`src/rtl/cma_pkg.sv`:
```
// Shared constants, types and widths for the centered moving average block.
package cma_pkg;

    // Sample and window sizing.
    localparam int SAMPLE_BITS = 16;
    localparam int MAX_WINDOW  = 64;
    localparam int CFG_W       = 7;
    localparam logic [CFG_W-1:0] WIN_RESET = CFG_W'(5);

    // Derived widths for counts, ring addresses and signed flush indexes.
    localparam int CNT_W  = $clog2(MAX_WINDOW + 1);
    localparam int ADDR_W = $clog2(MAX_WINDOW);
    localparam int IDX_W  = CNT_W + 1;
    localparam int WIN_W  = (CNT_W > CFG_W) ? CNT_W : CFG_W;

    // Running sum and its magnitude.
    localparam int SUM_W = SAMPLE_BITS + CNT_W;
    localparam int MAG_W = SAMPLE_BITS - 1 + CNT_W;

    // Reciprocal scaling: the shift is large enough that the rounded-up
    // reciprocal gives the exact truncated quotient for every sum and count.
    localparam int RCP_SHIFT = SAMPLE_BITS - 1 + 2 * CNT_W;
    localparam int RCP_W     = RCP_SHIFT + 1;
    localparam int PROD_W    = MAG_W + RCP_W;

    // Output queue sizing.
    localparam int QDEPTH = 4;
    localparam int QPTR_W = 2;
    localparam int QCNT_W = 3;

    // Division request from the sequencer to the divider.
    typedef struct packed {
        logic                    valid;
        logic signed [SUM_W-1:0] sum;
        logic [CNT_W-1:0]        held;
        logic                    last;
    } div_req_t;

    // Finished mean word from the divider to the output queue.
    typedef struct packed {
        logic                          valid;
        logic signed [SAMPLE_BITS-1:0] mean;
        logic                          last;
    } div_res_t;

endpackage

```
`src/rtl/cma_div.sv`:
```
// Two-stage reciprocal divider: window sum divided by sample count, truncated toward zero.
module cma_div
(
    input  logic                clk,
    input  logic                rst_n,
    input  cma_pkg::div_req_t   req,
    output cma_pkg::div_res_t   res,
    output logic [1:0]          inflight
);

    // Reciprocal table, entry d-1 holds ceil(2^RCP_SHIFT / d).
    logic [cma_pkg::RCP_W-1:0] rcp_table [cma_pkg::MAX_WINDOW];

    for (genvar g = 1; g <= cma_pkg::MAX_WINDOW; g++)
    begin : g_rcp
        localparam logic [63:0] RCP_VAL =
            ((64'd1 << cma_pkg::RCP_SHIFT) + 64'(g) - 64'd1) / 64'(g);
        assign rcp_table[g-1] = cma_pkg::RCP_W'(RCP_VAL);
    end

    logic                                 s1_valid_reg;
    logic                                 s1_neg_reg;
    logic                                 s1_last_reg;
    logic [cma_pkg::MAG_W-1:0]            s1_mag_reg;
    logic [cma_pkg::RCP_W-1:0]            s1_rcp_reg;
    logic                                 s2_valid_reg;
    logic                                 s2_neg_reg;
    logic                                 s2_last_reg;
    logic [cma_pkg::PROD_W-1:0]           s2_prod_reg;
    logic signed [cma_pkg::SUM_W-1:0]     abs_sum;
    logic [cma_pkg::ADDR_W-1:0]           rcp_idx;
    logic [cma_pkg::SAMPLE_BITS-1:0]      q_mag;

    // Magnitude of the sum and table index of the count.
    assign abs_sum = req.sum[cma_pkg::SUM_W-1] ? -req.sum : req.sum;
    assign rcp_idx = cma_pkg::ADDR_W'(req.held - cma_pkg::CNT_W'(1));

    // Valid bits of both stages.
    always_ff @(posedge clk or negedge rst_n)
    begin
        if (!rst_n)
        begin
            s1_valid_reg <= 1'b0;
            s2_valid_reg <= 1'b0;
        end
        else
        begin
            s1_valid_reg <= req.valid;
            s2_valid_reg <= s1_valid_reg;
        end
    end

    // Stage one: sign, magnitude and reciprocal; stage two: the product.
    always_ff @(posedge clk)
    begin
        s1_neg_reg  <= req.sum[cma_pkg::SUM_W-1];
        s1_last_reg <= req.last;
        s1_mag_reg  <= cma_pkg::MAG_W'(abs_sum);
        s1_rcp_reg  <= rcp_table[rcp_idx];
        s2_neg_reg  <= s1_neg_reg;
        s2_last_reg <= s1_last_reg;
        s2_prod_reg <= cma_pkg::PROD_W'(s1_mag_reg) * cma_pkg::PROD_W'(s1_rcp_reg);
    end

    // Scale back down and restore the sign.
    assign q_mag     = s2_prod_reg[cma_pkg::RCP_SHIFT +: cma_pkg::SAMPLE_BITS];
    assign res.valid = s2_valid_reg;
    assign res.mean  = s2_neg_reg ? -$signed(q_mag) : $signed(q_mag);
    assign res.last  = s2_last_reg;
    assign inflight  = {1'b0, s1_valid_reg} + {1'b0, s2_valid_reg};

endmodule

```
`src/rtl/cma_outq.sv`:
```
// Small output queue holding finished mean words until the consumer takes them.
module cma_outq
(
    input  logic                                clk,
    input  logic                                rst_n,
    input  cma_pkg::div_res_t                   wr,
    input  logic                                out_stall,
    output logic                                out_valid,
    output logic signed [cma_pkg::SAMPLE_BITS-1:0] mean_value,
    output logic                                last_result,
    output logic [cma_pkg::QCNT_W-1:0]          count
);

    logic signed [cma_pkg::SAMPLE_BITS-1:0] q_mean_reg [cma_pkg::QDEPTH];
    logic                                   q_last_reg [cma_pkg::QDEPTH];
    logic [cma_pkg::QPTR_W-1:0]             wr_ptr_reg;
    logic [cma_pkg::QPTR_W-1:0]             rd_ptr_reg;
    logic [cma_pkg::QCNT_W-1:0]             count_reg;
    logic                                   pop;

    assign out_valid   = (count_reg != '0);
    assign pop         = out_valid && !out_stall;
    assign mean_value  = q_mean_reg[rd_ptr_reg];
    assign last_result = q_last_reg[rd_ptr_reg];
    assign count       = count_reg;

    // Pointers and fill level.
    always_ff @(posedge clk or negedge rst_n)
    begin
        if (!rst_n)
        begin
            wr_ptr_reg <= '0;
            rd_ptr_reg <= '0;
            count_reg  <= '0;
        end
        else
        begin
            if (wr.valid)
                wr_ptr_reg <= wr_ptr_reg + cma_pkg::QPTR_W'(1);
            if (pop)
                rd_ptr_reg <= rd_ptr_reg + cma_pkg::QPTR_W'(1);
            if (wr.valid && !pop)
                count_reg <= count_reg + cma_pkg::QCNT_W'(1);
            else if (!wr.valid && pop)
                count_reg <= count_reg - cma_pkg::QCNT_W'(1);
        end
    end

    // Entry storage.
    always_ff @(posedge clk)
    begin
        if (wr.valid)
        begin
            q_mean_reg[wr_ptr_reg] <= wr.mean;
            q_last_reg[wr_ptr_reg] <= wr.last;
        end
    end

endmodule

```
`src/rtl/centered_moving_average_unit.sv`:
```
// Centered moving average: sample ring, running sum sequencer, divider and output queue.
//
//  channel  | direction | handshake           | word
//  ---------+-----------+---------------------+---------------------------------
//  cfg      | in        | cfg_valid/cfg_ready | window_length
//  in       | in        | in_valid/in_stall   | sample, last_sample
//  out      | out       | out_valid/out_stall | mean_value, last_result
//
// A sample passes three steps: ring write plus oldest-entry read, sum update, mean issue.
// A record's final sample adds a flush step per look-ahead position, emitted or skipped,
// and a flush and a drop step per dropped sample, set by the single read port of the ring;
// the divider adds its s1 and s2 pipeline registers.
// Reset clears the sum, counts and ring head and sets the window to 5; ring contents
// are not cleared. A mean waits for a queue slot, so out_stall backs up into in_stall.
module centered_moving_average_unit
(
    input  logic                                   clk,
    input  logic                                   rst_n,
    input  logic                                   cfg_valid,
    output logic                                   cfg_ready,
    input  logic [cma_pkg::CFG_W-1:0]              window_length,
    input  logic                                   in_valid,
    output logic                                   in_stall,
    input  logic signed [cma_pkg::SAMPLE_BITS-1:0] sample,
    input  logic                                   last_sample,
    output logic                                   out_valid,
    input  logic                                   out_stall,
    output logic signed [cma_pkg::SAMPLE_BITS-1:0] mean_value,
    output logic                                   last_result
);

    localparam logic [2:0] ST_IDLE  = 3'd0;
    localparam logic [2:0] ST_UPD   = 3'd1;
    localparam logic [2:0] ST_EMIT  = 3'd2;
    localparam logic [2:0] ST_FLUSH = 3'd3;
    localparam logic [2:0] ST_DROP  = 3'd4;

    logic [2:0]                             state_reg, state_next;
    logic [cma_pkg::CFG_W-1:0]              win_reg, win_next;
    logic signed [cma_pkg::SUM_W-1:0]       sum_reg, sum_next;
    logic [cma_pkg::CNT_W-1:0]              held_reg, held_next;
    logic [cma_pkg::ADDR_W-1:0]             head_reg, head_next;
    logic                                   drop_reg, drop_next;
    logic signed [cma_pkg::SAMPLE_BITS-1:0] smp_reg, smp_next;
    logic                                   last_reg, last_next;
    logic signed [cma_pkg::IDX_W-1:0]       fl_idx_reg, fl_idx_next;
    logic signed [cma_pkg::IDX_W-1:0]       fl_end_reg, fl_end_next;
    logic [cma_pkg::CNT_W-1:0]              oldest_reg, oldest_next;

    // Sample ring.
    logic signed [cma_pkg::SAMPLE_BITS-1:0] ring [cma_pkg::MAX_WINDOW];
    logic signed [cma_pkg::SAMPLE_BITS-1:0] ram_rdata_reg;
    logic                                   ram_we;
    logic [cma_pkg::ADDR_W-1:0]             ram_raddr;

    logic [cma_pkg::WIN_W-1:0]              win_ext;
    logic [cma_pkg::CNT_W-1:0]              win_eff;
    logic [cma_pkg::CNT_W-1:0]              back;
    logic [cma_pkg::CNT_W-1:0]              ahead;
    logic [cma_pkg::IDX_W-1:0]              head_ext;
    logic [cma_pkg::IDX_W-1:0]              held_ext;
    logic [cma_pkg::ADDR_W-1:0]             oldest_addr;
    logic signed [cma_pkg::IDX_W-1:0]       lo_idx;
    logic                                   room;
    logic                                   need_emit;

    cma_pkg::div_req_t                      req;
    cma_pkg::div_res_t                      res;
    logic [1:0]                             inflight;
    logic [cma_pkg::QCNT_W-1:0]             q_count;

    // Effective window and its split around the center.
    assign win_ext = cma_pkg::WIN_W'(win_reg);
    assign win_eff = (win_ext == '0) ? cma_pkg::CNT_W'(1) :
                     (win_ext > cma_pkg::WIN_W'(cma_pkg::MAX_WINDOW)) ?
                     cma_pkg::CNT_W'(cma_pkg::MAX_WINDOW) : cma_pkg::CNT_W'(win_ext);
    assign back    = win_eff >> 1;
    assign ahead   = (win_eff - cma_pkg::CNT_W'(1)) >> 1;

    // Ring position of the oldest held sample.
    assign head_ext    = cma_pkg::IDX_W'(head_reg);
    assign held_ext    = cma_pkg::IDX_W'(held_reg);
    assign oldest_addr = (head_ext >= held_ext) ?
                         cma_pkg::ADDR_W'(head_ext - held_ext) :
                         cma_pkg::ADDR_W'(head_ext + cma_pkg::IDX_W'(cma_pkg::MAX_WINDOW)
                                          - held_ext);

    // Lower edge of the window of the flushed output.
    assign lo_idx = fl_idx_reg - $signed(cma_pkg::IDX_W'(back));

    // A mean may be issued only when a queue slot is sure to be free.
    assign room = (q_count + cma_pkg::QCNT_W'(inflight)) < cma_pkg::QCNT_W'(cma_pkg::QDEPTH);
    assign need_emit = (held_reg >= ahead + cma_pkg::CNT_W'(1));

    assign cfg_ready = (state_reg == ST_IDLE);
    assign in_stall  = (state_reg != ST_IDLE) || cfg_valid;

    // Sequencer.
    always_comb
    begin
        state_next  = state_reg;
        win_next    = win_reg;
        sum_next    = sum_reg;
        held_next   = held_reg;
        head_next   = head_reg;
        drop_next   = drop_reg;
        smp_next    = smp_reg;
        last_next   = last_reg;
        fl_idx_next = fl_idx_reg;
        fl_end_next = fl_end_reg;
        oldest_next = oldest_reg;
        ram_we      = 1'b0;
        ram_raddr   = oldest_addr;
        req         = '0;

        unique case (state_reg)
            ST_IDLE:
            begin
                if (cfg_valid)
                begin
                    win_next  = window_length;
                    sum_next  = '0;
                    held_next = '0;
                    head_next = '0;
                end
                else if (in_valid)
                begin
                    ram_we     = 1'b1;
                    drop_next  = (held_reg == win_eff);
                    smp_next   = sample;
                    last_next  = last_sample;
                    state_next = ST_UPD;
                end
            end

            ST_UPD:
            begin
                sum_next = sum_reg + cma_pkg::SUM_W'(smp_reg)
                           - (drop_reg ? cma_pkg::SUM_W'(ram_rdata_reg) : '0);
                if (!drop_reg)
                    held_next = held_reg + cma_pkg::CNT_W'(1);
                head_next = (head_reg == cma_pkg::ADDR_W'(cma_pkg::MAX_WINDOW - 1)) ?
                            '0 : head_reg + cma_pkg::ADDR_W'(1);
                state_next = ST_EMIT;
            end

            ST_EMIT:
            begin
                if (!need_emit || room)
                begin
                    if (need_emit)
                    begin
                        req.valid = 1'b1;
                        req.sum   = sum_reg;
                        req.held  = held_reg;
                        req.last  = last_reg && (ahead == '0);
                    end
                    if (last_reg && (ahead != '0))
                    begin
                        fl_idx_next = $signed(held_ext) - $signed(cma_pkg::IDX_W'(ahead));
                        fl_end_next = $signed(held_ext - cma_pkg::IDX_W'(1));
                        oldest_next = '0;
                        state_next  = ST_FLUSH;
                    end
                    else
                    begin
                        if (last_reg)
                        begin
                            sum_next  = '0;
                            held_next = '0;
                            head_next = '0;
                        end
                        state_next = ST_IDLE;
                    end
                end
            end

            ST_FLUSH:
            begin
                // Outputs before the record start are skipped.
                if (fl_idx_reg < 0)
                    fl_idx_next = fl_idx_reg + cma_pkg::IDX_W'(1);
                else if ($signed({1'b0, oldest_reg}) < lo_idx)
                    state_next = ST_DROP;
                else if (room)
                begin
                    req.valid = 1'b1;
                    req.sum   = sum_reg;
                    req.held  = held_reg;
                    req.last  = (fl_idx_reg == fl_end_reg);
                    if (fl_idx_reg == fl_end_reg)
                    begin
                        sum_next   = '0;
                        held_next  = '0;
                        head_next  = '0;
                        state_next = ST_IDLE;
                    end
                    else
                        fl_idx_next = fl_idx_reg + cma_pkg::IDX_W'(1);
                end
            end

            ST_DROP:
            begin
                sum_next    = sum_reg - cma_pkg::SUM_W'(ram_rdata_reg);
                held_next   = held_reg - cma_pkg::CNT_W'(1);
                oldest_next = oldest_reg + cma_pkg::CNT_W'(1);
                state_next  = ST_FLUSH;
            end

            default:
            begin
                state_next = ST_IDLE;
            end
        endcase
    end

    // Control state.
    always_ff @(posedge clk or negedge rst_n)
    begin
        if (!rst_n)
        begin
            state_reg  <= ST_IDLE;
            win_reg    <= cma_pkg::WIN_RESET;
            sum_reg    <= '0;
            held_reg   <= '0;
            head_reg   <= '0;
            drop_reg   <= 1'b0;
            last_reg   <= 1'b0;
            fl_idx_reg <= '0;
            fl_end_reg <= '0;
            oldest_reg <= '0;
        end
        else
        begin
            state_reg  <= state_next;
            win_reg    <= win_next;
            sum_reg    <= sum_next;
            held_reg   <= held_next;
            head_reg   <= head_next;
            drop_reg   <= drop_next;
            last_reg   <= last_next;
            fl_idx_reg <= fl_idx_next;
            fl_end_reg <= fl_end_next;
            oldest_reg <= oldest_next;
        end
    end

    // Sample payload register.
    always_ff @(posedge clk)
    begin
        smp_reg <= smp_next;
    end

    // Ring memory: read-first, so a write to the entry being read returns the old sample.
    always_ff @(posedge clk)
    begin
        if (ram_we)
            ring[head_reg] <= sample;
        ram_rdata_reg <= ring[ram_raddr];
    end

    cma_div u_div
    (
        .clk      (clk),
        .rst_n    (rst_n),
        .req      (req),
        .res      (res),
        .inflight (inflight)
    );

    cma_outq u_outq
    (
        .clk         (clk),
        .rst_n       (rst_n),
        .wr          (res),
        .out_stall   (out_stall),
        .out_valid   (out_valid),
        .mean_value  (mean_value),
        .last_result (last_result),
        .count       (q_count)
    );

    // The queue plus the divider stages never hold more words than the queue has slots.
    a_no_overflow: assert property (@(posedge clk) disable iff (!rst_n)
        (q_count + cma_pkg::QCNT_W'(inflight)) <= cma_pkg::QCNT_W'(cma_pkg::QDEPTH))
        else $error("output queue overcommitted");

    // The held sample count stays within the effective window.
    a_held_bound: assert property (@(posedge clk) disable iff (!rst_n)
        held_reg <= win_eff)
        else $error("held count beyond window");

    // An accepted sample always moves on to the sum update.
    a_accept_upd: assert property (@(posedge clk) disable iff (!rst_n)
        (in_valid && !in_stall) |=> (state_reg == ST_UPD))
        else $error("accepted sample not processed");

    // A drop is only taken while samples are held.
    a_drop_held: assert property (@(posedge clk) disable iff (!rst_n)
        (state_reg == ST_DROP) |-> (held_reg != '0))
        else $error("drop with empty window");

endmodule
```
`config.mk`:
```
export PLATFORM = sky130hd
export DESIGN_NAME = centered_moving_average_unit
export DESIGN_NICKNAME = d
export VERILOG_FILES = /design/src/rtl/cma_pkg.sv /design/src/rtl/cma_div.sv /design/src/rtl/cma_outq.sv /design/src/rtl/centered_moving_average_unit.sv
export SDC_FILE = /design/constraint.sdc
export NUM_CORES = 2
export LEC_CHECK = 0
export BUFFER_PORTS_ARGS = -buffer_cell sky130_fd_sc_hd__buf_2
export CAP_MARGIN = 30
export CELL_PAD_IN_SITES_DETAIL_PLACEMENT = 0
export CELL_PAD_IN_SITES_GLOBAL_PLACEMENT = 1
export CORE_ASPECT_RATIO = 1.25
export CORE_UTILIZATION = 40
export CTS_BUF_LIST = sky130_fd_sc_hd__clkbuf_8
export DETAILED_ROUTE_END_ITERATION = 12
export PLACE_DENSITY = 0.59
export SLEW_MARGIN = 20
export SYNTH_ARGS = -nofsm -noshare
export SYNTH_HDL_FRONTEND = slang
export SYNTH_SLANG_ARGS = --single-unit
```
`constraint.sdc`:
```
create_clock -name clk -period 7.29 [get_ports clk]
set_input_delay 0.729 -clock clk [delete_from_list [all_inputs] [get_ports clk]]
set_output_delay 0.729 -clock clk [all_outputs]
set_load 0.005 [all_outputs]
```
Yosys cells after proc, flatten, opt, wreduce, memory -nomap -nowiden
Memory sizes are Yosys's and may differ from the RTL's. A register that Yosys moved wholly into a read port is not among the register bits.
Index checks and enable logic that the tools add are counted.
{"block": "totals", "romBits": 1920, "input_bits": 29, "memories": 4, "mem_bits_rw": 1092, "word_cells": 184, "ff_bits": 167, "out_inout_bits": 20}
{"memory": "(no name shown)", "words": 64, "width": 30, "rd": 1, "rd_clocked_by_memory_dff": 1, "write_ports": 0, "line": "cma_div.sv:59", "source": "s1_rcp_reg <= rcp_table[rcp_idx];"}
{"memory": "ring", "words": 64, "width": 16, "rd": 1, "rd_clocked_by_memory_dff": 1, "write_ports": 1, "line": "centered_moving_average_unit.sv:51", "source": "logic signed [cma_pkg::SAMPLE_BITS-1:0] ring [cma_pkg::MAX_WINDOW];"}
{"memory": "u_outq.q_mean_reg", "words": 4, "width": 16, "rd": 1, "rd_clocked_by_memory_dff": 0, "write_ports": 1, "line": "cma_outq.sv:14", "source": "logic signed [cma_pkg::SAMPLE_BITS-1:0] q_mean_reg [cma_pkg::QDEPTH];"}
{"memory": "u_outq.q_last_reg", "words": 4, "width": 1, "rd": 1, "rd_clocked_by_memory_dff": 0, "write_ports": 1, "line": "cma_outq.sv:15", "source": "logic q_last_reg [cma_pkg::QDEPTH];"}
{"block": "classes", "n_bitwise": 2, "eq_ne": 24, "order_cmp": 6, "n_reduce_logical": 31, "add_sub_neg": 25, "n_mux": 69, "n_mul": 1}
{"op": "23-bit two-way mux", "count": 9}
{"op": "32-bit two-way mux", "count": 5}
{"op": "23-bit one-hot mux with 5 select lines", "count": 1}
{"op": "7-bit two-way mux", "count": 13}
{"op": "32-bit one-hot mux with 2 select lines", "count": 1}
{"op": "6-bit two-way mux", "count": 10}
{"op": "8-bit two-way mux", "count": 6}
{"op": "22-bit by 30-bit multiplier with 45-bit output", "count": 1}
{"op": "7-bit one-hot mux with 5 select lines", "count": 1}
{"op": "3-bit two-way mux", "count": 9}
{"op": "6-bit one-hot mux with 4 select lines", "count": 1}
{"op": "23-bit adder", "count": 1}
{"op": "23-bit by 16-bit subtractor with 23-bit output", "count": 1}
{"op": "23-bit subtractor", "count": 1}
{"op": "22-bit two-way mux", "count": 1}
{"op": "2-bit != test (second input constant)", "count": 11}
{"op": "22-bit negator", "count": 1}
{"op": "9-bit AND reduction", "count": 2}
{"op": "16-bit two-way mux", "count": 1}
{"op": "16-bit negator", "count": 1}
{"op": "8-bit one-hot mux with 2 select lines", "count": 1}
{"op": "3-bit != test (second input constant)", "count": 5}
{"op": "3-bit one-hot mux with 5 select lines", "count": 1}
{"op": "7-bit by 1-bit adder with 7-bit output (second input constant)", "count": 2}
{"op": "other kinds (46)", "count": 72}

Logic depth before layout (Yosys ltp)
{"block": "logic_depth", "ltp_word": 12, "mapped_depth": 32}

Cells and area by module
From an unflattened synthesis, not the netlist that was laid out.
{"block": "hier_totals", "cells_unflattened": 5388, "hier_area_um2": 74159.9}
{"module": "centered_moving_average_unit", "n_inst": 1, "seq_area_each_um2": 33329.5, "cells_per_inst": 2590, "area_each_um2": 48099.9}
{"module": "cma_div", "n_inst": 1, "seq_area_each_um2": 1491.4, "cells_per_inst": 2675, "area_each_um2": 23162.2}
{"module": "cma_outq", "n_inst": 1, "seq_area_each_um2": 2217.1, "cells_per_inst": 123, "area_each_um2": 2897.8}

Worst setup path before layout
No wires, ideal clock.
{"block": "synth_path", "path_type": "flip-flop to flip-flop", "startpoint": "reg u_div.s1_mag_reg[15] (netlist name)", "endpoint": "reg u_div.s2_prod_reg[44] (netlist name)", "required_ns": 7.218, "path_stages_with_launch": 26, "slack_ns": 0.548, "synth_period_minus_slack_ns": 6.742, "arrival_ns": 6.669, "cell_sequence": "dfxtp_1 > clkbuf_1 > clkbuf_1 > nand2_1 > fa_1 > inv_1 > fa_1 > inv_1 > fa_1 > inv_1 > fa_1 > fa_1 > fa_1 > fa_1 > ha_1 > nand2_1 > nor2_1 > a2111oi_0 > o21ai_0 > o31ai_1 > o21ai_0 > o211ai_1 > a21boi_0 > a21o_1 > a21oi_1 > xnor2_1"}
{"block": "synth_between", "elab_chain_cells": 1}
{"item": "start: declaration", "line": "cma_div.sv:24", "source": "logic [cma_pkg::MAG_W-1:0] s1_mag_reg;"}
{"item": "start signal: assignment", "line": "cma_div.sv:58", "source": "s1_mag_reg <= cma_pkg::MAG_W'(abs_sum);"}
{"item": "22-bit by 30-bit multiplier with 45-bit output", "line": "cma_div.sv:62", "source": "s2_prod_reg <= cma_pkg::PROD_W'(s1_mag_reg) * cma_pkg::PROD_W'(s1_rcp_reg);"}
{"item": "end signal: assignment", "line": "cma_div.sv:62"}
{"item": "end: declaration", "line": "cma_div.sv:29", "source": "logic [cma_pkg::PROD_W-1:0] s2_prod_reg;"}
No other way between the ends.
A chain may end at the register's enable or synchronous reset.

Worst setup path in the final report
{"block": "layout_path", "startpoint": "reg u_div.s1_mag_reg[2] (netlist name)", "endpoint": "reg u_div.s2_prod_reg[44] (netlist name)"}
The elaborated chain is that of the path after synthesis.

==> results.md <==
- Post-Synth Adder-Cell Area: 19.28%
- Synth Instances: 5362
- Largest family of logic cells by synthesized area: adder cells
- Clock-pin slew on the worst setup and hold paths: 60 ps
- Slew HR: 28.36%
- Pre-CTS setup slack: -173.0 ps
- Number of max-cap violations: 0
- Clk root buf: clkbuf_8
- Drt initial violations: 2872
- Finished Layout Cells: 8235
- WP buf/inv: 5
- Syn nets: 6187
- Largest stage delay, worst path: 570 ps
- Die height: 481.8 um
- Most numerous cell in the Yosys netlist: edfxtp_1
- VDD IR max: 0.1531 mV
- Largest net degree at the start of global routing: 73
- Cts bufs inserted: 200
- TritonCTS clock tree: yes
- Complex-gate fraction of the synthesized area: 5.120%
- Post-synth top cells: edfxtp_1 (1108), inv_1 (664), fa_1 (565)
- Netlist cell types: 87
- Core Footprint: 182400 sq um
- Final WL: 210100 um
- Worst r2r src: u_div.s1_mag_reg[2]
- Highest clock rate: 144.0 MHz
- Seq/Total Area, Yosys: 50.27%
- Top cell type's share of synthesized area: 45.16%
- Drt wl/cell: 25.52 um
- Setup crit start kind: register
- Hold path depth: 1
- Simple-Gate Fraction of Synth Area: 7.919%
- Least-Margin Pin Slew: 1074 ps
- Global Route Usage Sum: 23.08%
- DRC violations left: 0
- Crit path max-delay family: adder cells
- Final setup margin: 347.6 ps
- Synth warnings: 0
- CP max stage cell: fa_1
- Vias in the first global route: 47526
- Routability cong.: 0.9398
- Reg2Reg Depth: 25
- Post-Synthesis Cell Area: 73670 sq um
- Reg2reg setup slack: 350 ps
- Async S/R FF share, synth: 6.270%
- Post-synth top area cell: edfxtp_1
- GRT Residual Overflow: 0
- Pwr Density: 170.9 nW/um^2
- Worst path arrival time: 7750 ps
- Initial Utilization: 40.39%
- Leak pwr: 31.61 nW
- R2r endpoint: u_div.s2_prod_reg[44]
- HPWL after DPL: 146500 um
- Fin nets: 6485
- Dpl cells: 7829
- TritonRoute pass-1 iters: 5
- Post-synth EDFFs: 1108
- Final period util: 95.23%
- Worst Hold Launch: sample[6]
- Row cnt: 175
- Dominant synthesized flop cell: edfxtp_1
- Clk_skew: 90.12 ps
- Hold endpoint: ring[12][6]
- Max Slew Vio Count: 0
- First-pass GRT wire length: 312400 um
- Number of port buffers: 48
- Synth Area in XOR/XNOR: 1.770%
- Hold Path Class: input pin to register
- Synth area leaders: edfxtp_1 (45%), fa_1 (15%), mux4_2 (10%), ha_1 (3.9%), inv_1 (3.4%)
- CP max FO: 17
- Max Buffers Root-to-Sink: 3
- # fillers: 16501
- Final Hold Viols: 0
- Post-DRT Antenna Nets: 0
- CP most frequent cell: fa_1
- I/O pin cnt: 49
- DR vias: 43971
- Synth Register Bits: 1276
- Worst EP required: 8100 ps
- Tmin final: 6942 ps
- Vias per cell: 5.340
- Layout cells sized above 1: 18.19%
- Area growth syn-to-layout: 12.48%
- Worst skew pair latency: 960 ps
- Post-synthesis average cell area: 13.74 sq um
- Setup Crit Path Kind: register to register
- # H-tree levels: 4
- Status: finished, final reports clean
- Critical Path End Type: register
- Mux share of post-synthesis cell area: 10.73%
- Final Setup Violations: 0
- Number of flip-flops under the largest register name: 1024
- Sink Count: 1276
- Post-Layout Inst Area: 82870 sq um
- Die X: 385.9 um
- Antenna violations before repair: 11
- Placed Area: 78560 sq um
- DIE AREA: 185900 sq um
==> area by class of cell <==
| class | instances | area, sq um | share of cell area (%) |
|---|---|---|---|
| antenna | 25 | 62.56 | 0.07550 |
| sequential | 1276 | 37050 | 44.71 |
| clock inverter | 161 | 1232 | 1.487 |
| inverter | 668 | 2507 | 3.026 |
| tap | 2389 | 2989 | 3.607 |
| multi-input combinational | 3133 | 33210 | 40.08 |
| timing repair buffer | 381 | 3038 | 3.666 |
| clock buffer | 202 | 2780 | 3.355 |
==> worst max path at each step <==
| stage | startpoint | to | slack [ps] | depth (start not counted) |
|---|---|---|---|---|
| final | u_div.s1_mag_reg[2] | u_div.s2_prod_reg[44] | 350 | 25 |
| after global routing | u_div.s1_mag_reg[3] | u_div.s2_prod_reg[44] | -20 | 25 |
| after global placement | u_div.s1_mag_reg[7] | u_div.s2_prod_reg[44] | -190 | 25 |
| after CTS | u_div.s1_mag_reg[4] | u_div.s2_prod_reg[44] | 4 | 25 |
| after detailed placement | u_div.s1_rcp_reg[12] | u_div.s2_prod_reg[44] | -170 | 24 |
| after floorplan | u_div.s1_mag_reg[15] | u_div.s2_prod_reg[44] | 550 | 25 |
==> per-layer routing <==
layer,track usage (%),share of wire (%)
met1,26.94,38
met2,41.84,53
met3,2.772,3.6
met4,10.92,5.1
met5,0,0
==> placed cells by master (no fill, tap or decap), types with 25 or more instances in the layout <==
| cell | n |
|---|---|
| nor2b_1 | 29 |
| fa_1 | 564 |
| clkinv_2 | 26 |
| dfxtp_1 | 82 |
| nor2_2 | 34 |
| nand2_1 | 544 |
| o21ai_0 | 142 |
| diode_2 | 25 |
| xor2_1 | 47 |
| buf_2 | 50 |
| nand3_1 | 48 |
| dfrtp_1 | 78 |
| nor2_1 | 177 |
| edfxtp_1 | 1108 |
| clkbuf_8 | 202 |
| ha_1 | 230 |
| and2_1 | 280 |
| clkinv_1 | 42 |
| a211oi_1 | 35 |
| a21oi_1 | 142 |
| inv_1 | 727 |
| buf_4 | 294 |
| nor3_1 | 37 |
| mux4_2 | 337 |
| a21o_1 | 33 |
| xnor2_1 | 96 |
==> logic make-up after synthesis <==
group                      after synthesis
DFF                                   1276
other                                    1
adders and majority gates              796
and+or+nand+nor                       1244
buffers and inverters                  953
xor gates and xnor gates               148
AOI/OAI and AO/OA                      576
muxes                                  368
==> where the power goes <==
part	internal (mW)	total, mW	switching (mW)
clock	3.07	6.06	2.98
combinational	0.0349	0.176	0.141
sequential	7.93	7.93	0.00252
total	11.0	14.2	3.13
==> worst reg2reg max path, stage by stage, from the launching register on <==
cell and delay (ps):
dfxtp_2 380, buf_4 140, buf_4 240, nand2_1 120
fa_1 540, fa_1 450, fa_1 550, inv_1 70
fa_1 490, fa_1 570, fa_1 430, fa_1 450
ha_1 300, a21o_1 180, a21oi_1 120, o21ai_0 110
or2_2 290, o31ai_1 230, buf_4 220, o21ai_0 130
o211ai_1 170, buf_4 150, a21boi_2 60, a21o_1 200
a21oi_1 180, xnor2_1 80
==> timing repair <==
| item | 4_1_cts | 5_1_grt |
|---|---|---|
| hold endpoints to repair | 30 | 0 |
| setup buffers | 0 | 2 |
| hold buffers | 10 | 0 |
| pin swaps | 1 | 3 |
| gates resized for setup | 4 | 13 |
| endpoints found under the setup margin | 2 | 11 |
==> per-stage QoR <==
stage	utilization, %	hold slack, ps	power, mW	TNS (ps)
5_1_grt	45.43	99.69	14.64	-19.63
2_1_floorplan	-	309.6	8.118	0
3_3_place_gp	43.03	351.6	8.253	-436.0
4_1_cts	45.33	64.60	14.35	0
3_5_place_dp	43.07	357.2	8.260	-335.0
6_report	45.43	174.0	14.16	0
Power figures use the tool's default switching activity.
